## src/rtl/core/hbh_pkg.sv

```systemverilog
package hbh_pkg;

    localparam int TABLE_ENTRIES_DEF = 64;

    localparam int PC_W      = 48;
    localparam int HITS_W    = 32;
    localparam int STAMP_W   = 64;
    localparam int FLAGS_W   = 3;
    localparam int SLOT_W    = 6;
    localparam int STATUS_W  = 2;
    localparam int CFG_W     = 32;
    localparam int TOTAL_W   = 32;
    localparam int CFG_IDX_W = 1;

    // stream payload widths, padded to whole bytes
    localparam int IN_FIELDS_W  = 2 * PC_W + 1;
    localparam int IN_TDATA_W   = ((IN_FIELDS_W + 7) / 8) * 8;
    localparam int OUT_FIELDS_W = HITS_W + SLOT_W + 4 + TOTAL_W;
    localparam int OUT_TDATA_W  = ((OUT_FIELDS_W + 7) / 8) * 8;

    // register indexes
    localparam logic [CFG_IDX_W-1:0] REG_HOT_THRESHOLD = 1'b0;
    localparam logic [CFG_IDX_W-1:0] REG_AGGR_THRESHOLD = 1'b1;

    // operations
    localparam logic OP_HIT    = 1'b0;
    localparam logic OP_REPORT = 1'b1;

    // result status codes
    localparam logic [STATUS_W-1:0] STATUS_OK        = 2'd0;
    localparam logic [STATUS_W-1:0] STATUS_REJECT    = 2'd1;
    localparam logic [STATUS_W-1:0] STATUS_NOT_FOUND = 2'd2;

    // flag bit positions
    localparam int FLAG_MARKED       = 0;
    localparam int FLAG_RETRANSLATED = 1;
    localparam int FLAG_AGGRESSIVE   = 2;

    // compare unit modes
    localparam logic CMP_PC    = 1'b0;
    localparam logic CMP_STAMP = 1'b1;

    typedef struct packed {
        logic [PC_W-1:0]    pc;
        logic [PC_W-1:0]    entry;
        logic [HITS_W-1:0]  hits;
        logic [STAMP_W-1:0] stamp;
        logic [FLAGS_W-1:0] flags;
    } slot_t;

    typedef struct packed {
        logic match;
        logic older;
    } cmp_res_t;

    typedef struct packed {
        logic [STATUS_W-1:0] status;
        logic [HITS_W-1:0]   hits;
        logic [SLOT_W-1:0]   slot;
        logic                new_entry;
        logic                evicted;
        logic                retranslate_request;
        logic                aggressive;
        logic [TOTAL_W-1:0]  retranslation_total;
    } res_t;

endpackage

```

## src/rtl/core/hbh_cmp.sv

```systemverilog
module hbh_cmp
(
    input  logic                           mode,
    input  hbh_pkg::slot_t                 rd_slot,
    input  logic [hbh_pkg::PC_W-1:0]       key_pc,
    input  logic [hbh_pkg::STAMP_W-1:0]    best_stamp,
    output hbh_pkg::cmp_res_t              res
);

    logic [hbh_pkg::STAMP_W-1:0] op_a;
    logic [hbh_pkg::STAMP_W-1:0] op_b;
    logic                        eq;
    logic                        lt;

    // one wide comparator, shared by the pc search and the lru search
    always_comb
    begin
        case (mode)
            hbh_pkg::CMP_PC:
            begin
                op_a = hbh_pkg::STAMP_W'(rd_slot.pc);
                op_b = hbh_pkg::STAMP_W'(key_pc);
            end
            hbh_pkg::CMP_STAMP:
            begin
                op_a = rd_slot.stamp;
                op_b = best_stamp;
            end
            default:
            begin
                op_a = '0;
                op_b = '0;
            end
        endcase
    end

    assign eq = (op_a == op_b);
    assign lt = (op_a < op_b);

    assign res.match = eq && (mode == hbh_pkg::CMP_PC);
    assign res.older = lt && (mode == hbh_pkg::CMP_STAMP);

endmodule

```

## config.mk

```make
export PLATFORM = sky130hd
export DESIGN_NAME = hbh_cmp
export DESIGN_NICKNAME = d
export VERILOG_FILES = /design/src/rtl/core/hbh_pkg.sv /design/src/rtl/core/hbh_cmp.sv
export SDC_FILE = /design/constraint.sdc
export NUM_CORES = 1
export LEC_CHECK = 0
export ABC_CLOCK_PERIOD_IN_PS = 6090
export BUFFER_PORTS_ARGS = -buffer_cell sky130_fd_sc_hd__buf_2
export CAP_MARGIN = 20
export CORE_AREA = 5 5 117 119
export DETAILED_ROUTE_END_ITERATION = 12
export DIE_AREA = 0 0 122 124
export PLACE_DENSITY = 0.62
export SYNTH_ARGS = -nofsm -noshare
export SYNTH_HDL_FRONTEND = slang
export SYNTH_SLANG_ARGS = --single-unit
export TNS_END_PERCENT = 1
```

## constraint.sdc

```tcl
create_clock -name vclk -period 6.09
set_input_delay 1.827 -clock vclk [all_inputs]
set_output_delay 1.827 -clock vclk [all_outputs]
set_load 0.02 [all_outputs]
```

* Word-level counts from Yosys, hierarchy flattened
Cells that the tools add are included.
Cells by class: $lt $le $gt $ge 1, equality and inequality tests 1, mux-type cells 2, bitwise logic cells 1, reduce and logical (&&, ||, !) cells 2
Operator list (count):
- 64-bit one-hot mux with 2 select lines | 2
- 64-bit equality test | 1
- 64-bit less-than comparator | 1
- 1-bit logical AND | 2
- 1-bit inverter | 1
Storage, ports and cells: bits in registers 0, bits of input ports 308, output and inout bits 2, logic and storage cells 7

* Logic depth before layout (Yosys ltp)
depth after elaboration 4, depth in mapped cells 9, depth with buffers taken out 7

* Worst setup path after synthesis
No wires, ideal clock.
path type input to output, start in mode, end out res[0] in the netlist's numbering, arrival 4.365 ns, data required time 4.263 ns, setup slack -0.102 ns, stages on the path 9, path buffers 2, cell sequence clkbuf_1 -> buf_2 -> mux2_2 -> ha_1 -> a21o_1 -> a221o_1 -> a221oi_2 -> o2111ai_1 -> a211oi_1
RTL lines:
- from (decl) | line hbh_cmp.sv:3 | input logic mode,
- to (decl) | line hbh_cmp.sv:7 | output hbh_pkg::cmp_res_t res

==> flow_metrics.env <==
export IMPL_status="finished, final reports clean"
export IMPL_routed_via_density=4.41
export IMPL_worst_pin_slew_ps=327
export IMPL_hold_viol_final=0
export IMPL_grt_pass1_wl_um=14400
export IMPL_yosys_top_cells_area="ha_1 (30%), mux2_2 (20%), mux2i_1 (18%)"
export IMPL_core_um2=12500
export IMPL_placed_cells_incl_taps=740
export IMPL_holdWs_ps=4340
export IMPL_ctsHoldBuffers=0
export IMPL_fin_cells=772
export IMPL_synth_top_area_share=0.302
export IMPL_drc=0
export IMPL_arrival_ps=4240
export IMPL_rows=41
export IMPL_comb_power_share=1.000
export IMPL_met1_length_um=4340
export IMPL_synth_seq_area_share=0
export IMPL_slew_headroom=0.776
export IMPL_p_per_area_nw_per_um2=73.0
export IMPL_dieArea_um2=15100
export IMPL_worst_setup_path_type="in -> out"
export IMPL_n_antenna_cell=0
export IMPL_p_switching_mw=0.149
export IMPL_peakVddDrop_mv=0.0319
export IMPL_clock_buffers=0
export IMPL_cap_violations=0
export IMPL_grt_max_degree=18
export IMPL_syn_inst=312
export IMPL_seq_area_um2=0
export IMPL_drive_gt1_frac=0.627
export IMPL_cp_required_ps=4260
export IMPL_nets=974
export IMPL_die_w_um=122
export IMPL_slew_viol_final=0
export IMPL_pwr_share_clk=0
export IMPL_start_util=0.212
export IMPL_max_freq_mhz=165
export IMPL_period_share=0.997
export IMPL_first_pass_iters=4
export IMPL_postSynthAreaPerCell_um2=8.49
export IMPL_syn_to_final_growth_pct=83.7
export IMPL_chipHeight_um=124
export IMPL_postRouteAntennaNets=0
export IMPL_pin_count=310
export IMPL_vias=3407
export IMPL_fin_area_um2=4860
export IMPL_synth_fp_nets=684
export IMPL_wirelength_um=10500
export IMPL_portBuffers=227
export IMPL_p_leak_nw=2.58
export IMPL_met3WireLength_um=866
export IMPL_antenna_found_initial=0
export IMPL_hold_class="in -> out"
export IMPL_power_switching_share=0.420
export IMPL_critical_path_startpoint_type="input pin"
export IMPL_avgRoutedWirePerCell_um=13.6
export IMPL_rsz0062_at_grt="yes"
export IMPL_grt_pass1_vias=3428
export IMPL_placed_area_um2=4280
export IMPL_crit_fanout=8
export IMPL_drt_initial_drc_count=40
export IMPL_intPower_mw=0.206
export IMPL_top_layer_used="met4"
export IMPL_place_congestion=0.719
export IMPL_pwr_share_seq=0
export IMPL_setup_viol=0
export IMPL_grt_overflow=0
export IMPL_dp_hpwl_um=8750
export IMPL_track_usage=0.114
export IMPL_finalCriticalPeriod_ps=6070
export IMPL_fillCellCount=1280
export IMPL_yosys_area_top_type="ha_1"
export IMPL_ys_warn_count=0
export IMPL_syn_area_um2=2650
export IMPL_synth_distinct_cells=34
export IMPL_endpoint_kind="output port"
export IMPL_met2_length_um=5130
export IMPL_nFlopsAndLatches=0
[logic make-up after synthesis]
| group | Yosys count | synth area share |
|---|---|---|
| AOI/OAI and AO/OA | 50 | 0.118 |
| adders and majority gates | 64 | 0.302 |
| buffers and inverters | 16 | 0.0260 |
| muxes | 96 | 0.386 |
| and+or+nand+nor | 86 | 0.168 |
[cells in the mapped netlist, drive strengths merged]
library cell,instances
a221oi,3
a22oi,1
nor3,4
o211ai,2
a221o,1
o21ai,10
nor3b,1
a21o,2
nand4,13
nor4,4
nand3,3
clkbuf,4
mux2i,48
a2bb2oi,1
o21a,1
a311oi,1
and2,17
nand2,37
nand2b,2
nor2,3
mux2,48
o2111ai,1
buf,10
a211oi,1
o211a,1
nor2b,1
ha,64
and4b,1
inv,2
a21oi,25
[stage by stage]
step	worst slack [ps]	power [mW]	setup TNS [ps]	util
finish	18.5	0.355	0	0.390
global route	-82.6	0.399	-82.6	0.390
CTS	23.2	0.318	0	0.356
detailed placement	-288	0.302	-345	0.343
global placement	-266	0.298	-350	0.343
floorplan	64.5	0.164	0	-
[path summary, 6_finish.rpt]
check | depth (start not counted) | end | start | slack [ps]
max | 14 | res[0] | mode | 20
min | 7 | res[0] | best_stamp[63] | 4340
[placed cells by master (no fill, tap or decap), types with 5 or more instances in the layout]
cell type and count:
buf_4 63, a21oi_1 24, nand4_1 13, mux2i_1 47
mux2_2 46, nand2_1 34, buf_2 225, buf_12 5
and2_1 16, ha_4 7, ha_1 57, buf_6 6
o21ai_0 9
[critical path, stage by stage]
cell and delay (ps):
buf_16 130, buf_12 130, buf_6 120, buf_4 100, mux2_2 350, ha_4 270
nand4_1 160, nor4_4 230, nand4_1 150, buf_4 180, a311oi_2 230, buf_4 150
a211oi_2 40, buf_4 170
[layer usage]
metal	up-vias	GRT usage
li1	1775	-
met1	1476	0.133
met2	146	0.224
met3	10	0.0150
met4	0	0.0133
met5	-	0
[power groups by stage]
stage               Clock (mW)  Combinational (mW)  Sequential, mW
detailed placement           0               0.302               0
global placement             0               0.298               0
floorplan                    0               0.164               0
finish                       0               0.355               0
global route                 0               0.399               0
CTS                          0               0.318               0
[timing repair]
item	in CTS	in global routing
setup endpoints to repair	2	1
gates resized for setup	15	37
gates cloned	1	1
setup buffers	6	24
pin swaps	4	25
[final cells by class]
| cell class | instances | area (µm²) | share of cell area |
|---|---|---|---|
| repair buffers | 302 | 1850 | 0.380 |
| well taps | 172 | 215 | 0.0443 |
| multi-input cells | 296 | 2790 | 0.574 |
| inverters | 2 | 7.51 | 0.00154 |
No activity file was read; power rests on OpenSTA's default activity.
